===== src/rtl/sdrbv_pkg.sv =====
// shared constants, types and helper functions for the stereo dac ring buffer
package sdrbv_pkg;

	localparam int RING_DEPTH  = 2048;
	localparam int PAD_SAMPLES = 4;
	localparam int DAC_BITS    = 12;

	localparam int ADDR_W = $clog2(RING_DEPTH);
	localparam int CFG_W  = 11;
	localparam int SUM_W  = CFG_W + 1;
	localparam int LEN_W  = (SUM_W > ADDR_W + 1) ? SUM_W : ADDR_W + 1;
	localparam int CNT_W  = 12;
	localparam int VOL_W  = 6;
	localparam int OUT_W  = 12;
	localparam int SAMPLE_W = 32;

	localparam logic [CFG_W-1:0] CHUNK_RESET = CFG_W'(1152);
	localparam logic [CNT_W-1:0] COUNT_MAX   = {CNT_W{1'b1}};
	localparam logic [VOL_W-1:0] FULL_VOLUME = VOL_W'(32);
	localparam logic [VOL_W-1:0] VOL_RESET   = VOL_W'(16);
	localparam int VOL_SHIFT = 5;

	localparam logic [1:0] OP_PUSH     = 2'd0;
	localparam logic [1:0] OP_TICK     = 2'd1;
	localparam logic [1:0] OP_VOL_UP   = 2'd2;
	localparam logic [1:0] OP_VOL_DOWN = 2'd3;

	typedef struct packed {
		logic              wr_en;
		logic [ADDR_W-1:0] wr_addr;
		logic              rd_en;
		logic [ADDR_W-1:0] rd_addr;
	} mem_req_t;

	typedef struct packed {
		logic             sample_valid;
		logic             buffer_low;
		logic             finished;
		logic [VOL_W-1:0] volume;
	} status_t;

	// offset binary: flip the sign bit, keep the top bits
	function automatic logic [DAC_BITS-1:0] to_code(input logic [SAMPLE_W-1:0] raw);
		logic [SAMPLE_W-1:0] v;
		v = raw ^ {1'b1, {(SAMPLE_W-1){1'b0}}};
		return v[SAMPLE_W-1 -: DAC_BITS];
	endfunction

	// code * volume / 32
	function automatic logic [OUT_W-1:0] scale(input logic [DAC_BITS-1:0] code,
			input logic [VOL_W-1:0] vol);
		logic [DAC_BITS+VOL_W-1:0] p;
		p = (DAC_BITS + VOL_W)'(code) * (DAC_BITS + VOL_W)'(vol);
		p = p >> VOL_SHIFT;
		return OUT_W'(p);
	endfunction

endpackage


===== src/rtl/sdrbv_ctrl.sv =====
// ring positions, counts, flags, volume and chunk length register
module sdrbv_ctrl (
	input  logic                      clk,
	input  logic                      arst_n,
	input  logic                      cfg_we,
	input  logic [sdrbv_pkg::CFG_W-1:0] cfg_wdata,
	input  logic                      accept,
	input  logic [1:0]                op,
	input  logic                      chunk_end,
	output sdrbv_pkg::mem_req_t       mem_req,
	output sdrbv_pkg::status_t        status
);

	logic [sdrbv_pkg::CFG_W-1:0]  chunk_q;
	logic [sdrbv_pkg::ADDR_W-1:0] wp_q, rp_q, wp_d, rp_d, wp_eff, rp_eff;
	logic [sdrbv_pkg::CNT_W-1:0]  vis_q, pend_q, vis_d, pend_d, vis_a;
	logic                         refill_q, low_q, refill_d, low_d;
	logic [sdrbv_pkg::VOL_W-1:0]  vol_q, vol_d;
	logic [sdrbv_pkg::LEN_W-1:0]  len_sum, len, wp_inc, rp_inc;
	logic [sdrbv_pkg::CNT_W:0]    pend_sum, vis_sum;

	always_comb begin
		len_sum = sdrbv_pkg::LEN_W'(chunk_q) + sdrbv_pkg::LEN_W'(sdrbv_pkg::PAD_SAMPLES);
		len = (len_sum > sdrbv_pkg::LEN_W'(sdrbv_pkg::RING_DEPTH))
			? sdrbv_pkg::LEN_W'(sdrbv_pkg::RING_DEPTH) : len_sum;
		// a position beyond a shrunk ring restarts at zero
		wp_eff = (sdrbv_pkg::LEN_W'(wp_q) >= len) ? '0 : wp_q;
		rp_eff = (sdrbv_pkg::LEN_W'(rp_q) >= len) ? '0 : rp_q;
		wp_inc = sdrbv_pkg::LEN_W'(wp_eff) + sdrbv_pkg::LEN_W'(1);
		rp_inc = sdrbv_pkg::LEN_W'(rp_eff) + sdrbv_pkg::LEN_W'(1);
		pend_sum = {1'b0, pend_q} + (sdrbv_pkg::CNT_W + 1)'(1);
		vis_sum  = {1'b0, vis_q} + {1'b0, pend_q};

		wp_d = wp_q;
		rp_d = rp_q;
		vis_d = vis_q;
		pend_d = pend_q;
		refill_d = refill_q;
		low_d = low_q;
		vol_d = vol_q;
		vis_a = vis_q;
		mem_req = '0;
		mem_req.wr_addr = wp_eff;
		mem_req.rd_addr = rp_eff;
		status = '0;

		unique case (op)
			sdrbv_pkg::OP_PUSH: begin
				mem_req.wr_en = 1'b1;
				wp_d = (wp_inc >= len) ? '0 : wp_inc[sdrbv_pkg::ADDR_W-1:0];
				pend_d = pend_sum[sdrbv_pkg::CNT_W] ? sdrbv_pkg::COUNT_MAX
					: pend_sum[sdrbv_pkg::CNT_W-1:0];
				if (chunk_end) begin
					refill_d = 1'b1;
					low_d = 1'b0;
				end
			end
			sdrbv_pkg::OP_TICK: begin
				// commit the pending chunk first
				if (refill_q) begin
					vis_a = vis_sum[sdrbv_pkg::CNT_W] ? sdrbv_pkg::COUNT_MAX
						: vis_sum[sdrbv_pkg::CNT_W-1:0];
					pend_d = '0;
					refill_d = 1'b0;
				end
				vis_d = vis_a;
				if (vis_a != '0) begin
					if (vis_a < sdrbv_pkg::CNT_W'(sdrbv_pkg::PAD_SAMPLES)) begin
						low_d = 1'b1;
					end
					mem_req.rd_en = 1'b1;
					status.sample_valid = 1'b1;
					rp_d = (rp_inc >= len) ? '0 : rp_inc[sdrbv_pkg::ADDR_W-1:0];
					vis_d = vis_a - sdrbv_pkg::CNT_W'(1);
				end
			end
			sdrbv_pkg::OP_VOL_UP: begin
				if (vol_q < sdrbv_pkg::FULL_VOLUME) begin
					vol_d = vol_q + sdrbv_pkg::VOL_W'(1);
				end
			end
			sdrbv_pkg::OP_VOL_DOWN: begin
				if (vol_q != '0) begin
					vol_d = vol_q - sdrbv_pkg::VOL_W'(1);
				end
			end
			default: begin
			end
		endcase

		status.buffer_low = low_d;
		status.finished = (vis_d == '0);
		status.volume = vol_d;
	end

	always_ff @(posedge clk or negedge arst_n) begin
		if (!arst_n) begin
			chunk_q <= sdrbv_pkg::CHUNK_RESET;
			wp_q <= '0;
			rp_q <= '0;
			vis_q <= '0;
			pend_q <= '0;
			refill_q <= 1'b0;
			low_q <= 1'b1;
			vol_q <= sdrbv_pkg::VOL_RESET;
		end else begin
			if (cfg_we) begin
				chunk_q <= cfg_wdata;
			end
			if (accept) begin
				wp_q <= wp_d;
				rp_q <= rp_d;
				vis_q <= vis_d;
				pend_q <= pend_d;
				refill_q <= refill_d;
				low_q <= low_d;
				vol_q <= vol_d;
			end
		end
	end

endmodule


===== config.mk =====
export PLATFORM = sky130hd
export DESIGN_NAME = sdrbv_ctrl
export DESIGN_NICKNAME = d
export VERILOG_FILES = /design/src/rtl/sdrbv_pkg.sv /design/src/rtl/sdrbv_ctrl.sv
export SDC_FILE = /design/constraint.sdc
export NUM_CORES = 1
export LEC_CHECK = 0
export BUFFER_PORTS_ARGS = -buffer_cell sky130_fd_sc_hd__clkbuf_2
export CAP_MARGIN = 20
export CELL_PAD_IN_SITES_DETAIL_PLACEMENT = 0
export CELL_PAD_IN_SITES_GLOBAL_PLACEMENT = 1
export CORE_MARGIN = 2
export CORE_UTILIZATION = 47
export DETAILED_ROUTE_END_ITERATION = 6
export PLACE_DENSITY = 0.82
export SYNTH_ARGS = -nofsm -noshare
export SYNTH_HDL_FRONTEND = slang
export SYNTH_SLANG_ARGS = --single-unit

===== constraint.sdc =====
create_clock -name clk -period 8.2 [get_ports clk]
set_input_delay 1.64 -clock clk [delete_from_list [all_inputs] [get_ports clk]]
set_output_delay 1.64 -clock clk [all_outputs]
set_load 0.005 [all_outputs]

==> impl_results.md <==
- Hold path cells: 1
- Ys flop type: dfrtp_1
- Root Buffer: clkbuf_16
- Nets: 885
- CTS Sinks: 65
- Sequential share of the synthesized area: between 20% and 30%
- Grt ovf: 0
- TritonRoute pass-1 iters: 5
- FF-to-FF End: wp_q[3]
- Core Area: 0.0132 sq mm
- H-tree depth: 3
- Top Ports: 51
- Layout cells sized above 1: between 15 and 20%
- Global-route wire length before repair: approximately 27 mm
- Vias per cell: 5.97
- Hold Path Class: flip-flop to flip-flop
- Number of register bits inferred by synthesis: 65
- Rel. slew slack: about a quarter
- DRC viols: 0
- Post-synth EDFFs: 0
- DP Wirelength: between 10 and 15 mm
- # port buffers: 50
- Post-synthesis cell area: approximately 0.0064 sq mm
- Reg2reg setup slack: ~2.0 ns
- Worst skew pair latency: roughly 0.35 ns
- Kind of critical path: flip-flop to output port
- Synth area leaders: dfrtp_1 (24%), ha_1 (13%), nor2_1 (4.5%)
- Critical path launch point type: flip-flop
- Die ar.: around 0.014 sq mm
- Cell Rows: 42
- Number of hold buffers added after cts: 0
- Fin. Hold Viols: 0
- Die width: 120 um
- Crit path max fanout: 9
- Clk buf depth: 2
- Synth warnings: 0
- TritonCTS buffer count: 9
- Pin count of the biggest net entering global routing: 66
- Period utilization: 76.4%
- Die Ht: 120 um
- DRT Wirelength: 16.4 mm
- Worst Reg-to-Reg Cells: 31
- Initial antenna violation count: 0
- Synth cell types: 85
- Total inserted antenna cells: 0
- GR Util All Layers: 23.4%
- Gpl congestion: 0.927
- PD cells: 277 mW/mm^2
- Setup TNS: 0 ns
- Syn_area_per_cell: 8.34 sq um
- Setup Skew: 0.0112 ns
- Setup Fix Bufs, Post-CTS: 0
- Hold path start: low_q
- Vias in the first global route: 5415
- R2r startpoint: chunk_q[2]
- Worst path arrival time: 4.62 ns
- Worst ir drop on vdd: 0.156 mV
- Final hold slack: 0.561 ns
- Outcome: finished, final reports clean
- Leakage power: 3.22 nW
- Total of max-cap violations: 0
- Post-Syn Nets: 848
- Post-CTS sizing: 0
- Kind of end point of the critical path: output port
- Vias post-DR: 5860
- Area Overhead vs Synth: 11.6%
- Synth top area share: 24.0%
- Detailed Route Iter0 Violations: 461
- DRT antenna net count: 0
- Final min period: 6.26 ns
- Slew @ Worst Pin: 1.13 ns
- Unrepaired setup endpoints after global routing: false
- Clock transition at path regs: approximately 0.05 ns
- Ys async rst share: 100%
- Fmax: 160 MHz
- CTS tree: yes
- Max Slew Vio Count: 0
- Final setup viols: 0
- Yosys top cell by area: dfrtp_1
- Worst Hold Path EP: low_q
- Initial Util: 48.0%
- Cells after Synth: roughly 760
- CP required: 6.56 ns
- DR WL/cell: 16.7 um
[synthesized netlist by cell type (3+ instances only)]
| master | n |
|---|---|
| a21o_1 | 19 |
| buf_4 | 3 |
| a211o_1 | 5 |
| xnor2_1 | 19 |
| o22ai_1 | 7 |
| a211oi_1 | 5 |
| xor2_1 | 12 |
| dfrtp_1 | 61 |
| a21oi_1 | 45 |
| nand2_1 | 57 |
| mux2_2 | 20 |
| o41ai_1 | 6 |
| buf_2 | 3 |
| nand4_1 | 9 |
| a22oi_1 | 3 |
| or4_1 | 5 |
| nand3b_1 | 5 |
| and4_1 | 3 |
| nor2_1 | 76 |
| clkbuf_1 | 22 |
| buf_6 | 3 |
| nor2b_1 | 15 |
| a31oi_1 | 13 |
| and3_1 | 15 |
| a22o_1 | 13 |
| or3_1 | 5 |
| o211ai_1 | 10 |
| nand3_1 | 30 |
| dfstp_2 | 4 |
| nor3_1 | 14 |
| and2_1 | 18 |
| or2_2 | 3 |
| o31ai_1 | 6 |
| a31o_2 | 4 |
| o21ai_0 | 50 |
| ha_1 | 66 |
| nand2b_1 | 13 |
| o21a_1 | 9 |
| nor4_1 | 4 |
| mux2i_1 | 3 |
| inv_1 | 27 |
[where the power goes]
group          switching (mW)  internal [mW]  leakage [nW]
Sequential              0.132          0.401         0.811
Clock                   0.150          0.305         0.170
Combinational           0.542          0.433          2.24
[layer usage]
metal	GRT usage, %	vias to the layer above	wire (um)
li1	-	2920	-
met1	33.5	2782	8030
met2	36.0	139	7310
met3	3.07	19	745
met4	8.79	0	286
met5	0	-	0
[cell usage in the layout (no fill, tap or decap), drive strengths merged, types with 6 or more instances in the layout]
| cell | instances |
|---|---|
| dfrtp | 61 |
| mux2 | 20 |
| and3 | 15 |
| inv | 28 |
| a21o | 19 |
| and2 | 18 |
| nand2b | 13 |
| a21oi | 47 |
| or3 | 6 |
| o31ai | 8 |
| nand4 | 9 |
| buf | 9 |
| xor2 | 12 |
| nand3 | 30 |
| nor3 | 15 |
| o22ai | 7 |
| nand2 | 58 |
| o211ai | 10 |
| o21a | 9 |
| a211oi | 6 |
| o41ai | 6 |
| ha | 66 |
| a31oi | 14 |
| a22o | 13 |
| nor2 | 77 |
| clkbuf | 60 |
| nor2b | 15 |
| xnor2 | 19 |
| o21ai | 51 |
[flip-flops by register name (all words and copies together) (netlist names)]
signal    cells
pend_q       12
vol_q         6
rp_q         11
vis_q        12
wp_q         11
low_q         1
chunk_q      11
refill_q      1
[cell families after synthesis]
kind of cell	Yosys count	share of synthesized area [%]
simple gates	287	23.1
compound gates	230	25.5
fa+ha+maj	67	13.3
flops	65	25.7
buf+inv	60	4.13
xor+xnor	31	4.27
mux	23	4.01
[per-stage QoR]
stage / utilization, % / worst slack, ns / cells / instance area, sq um / power (mW)
2_1_floorplan: - / 2.44 / 763 / 6360 / 1.23
3_3_place_gp: 50.9 / 2.22 / 964 / 6740 / 1.47
3_5_place_dp: 50.9 / 2.01 / 964 / 6740 / 1.50
4_1_cts: 53.5 / 1.76 / 980 / 7090 / 1.97
5_1_grt: 53.6 / 1.48 / 981 / 7100 / 2.12
6_report: 53.6 / 1.94 / 981 / 7100 / 1.96
[worst max-delay path by stage]
stage	start	end	slack (ns)	depth (start not counted)
floorplan	chunk_q[2]	wp_q[3]	2.44	31
global placement	chunk_q[2]	wp_q[3]	2.22	31
detailed placement	chunk_q[2]	wp_q[3]	2.01	31
CTS	chunk_q[2]	mem_req[22]	1.76	21
global route	chunk_q[2]	wp_q[3]	1.48	31
finish	pend_q[9]	status[6]	1.94	14
[final cells by class]
class                   instances  area [sq um]
repair buffers                 58           310
clock inverters                 5           104
multi-input cells             638          4480
well taps                     176           220
inverters                      28           105
fillers                      1299          6150
flip-flops and latches         65          1630
clock buffers                  11           243
[critical path: stages, from the launching register on]
cell,delay (ns)
dfrtp_1,0.44
ha_1,0.38
a21o_1,0.27
a32oi_2,0.31
and2_1,0.38
nand2_2,0.14
o22ai_1,0.35
ha_1,0.31
nand3b_1,0.16
nor2_1,0.25
a21oi_1,0.11
or4_1,0.48
a32o_1,0.30
nor4_2,0.25
clkbuf_2,0.15
No activity file was read; power rests on OpenSTA's default activity.
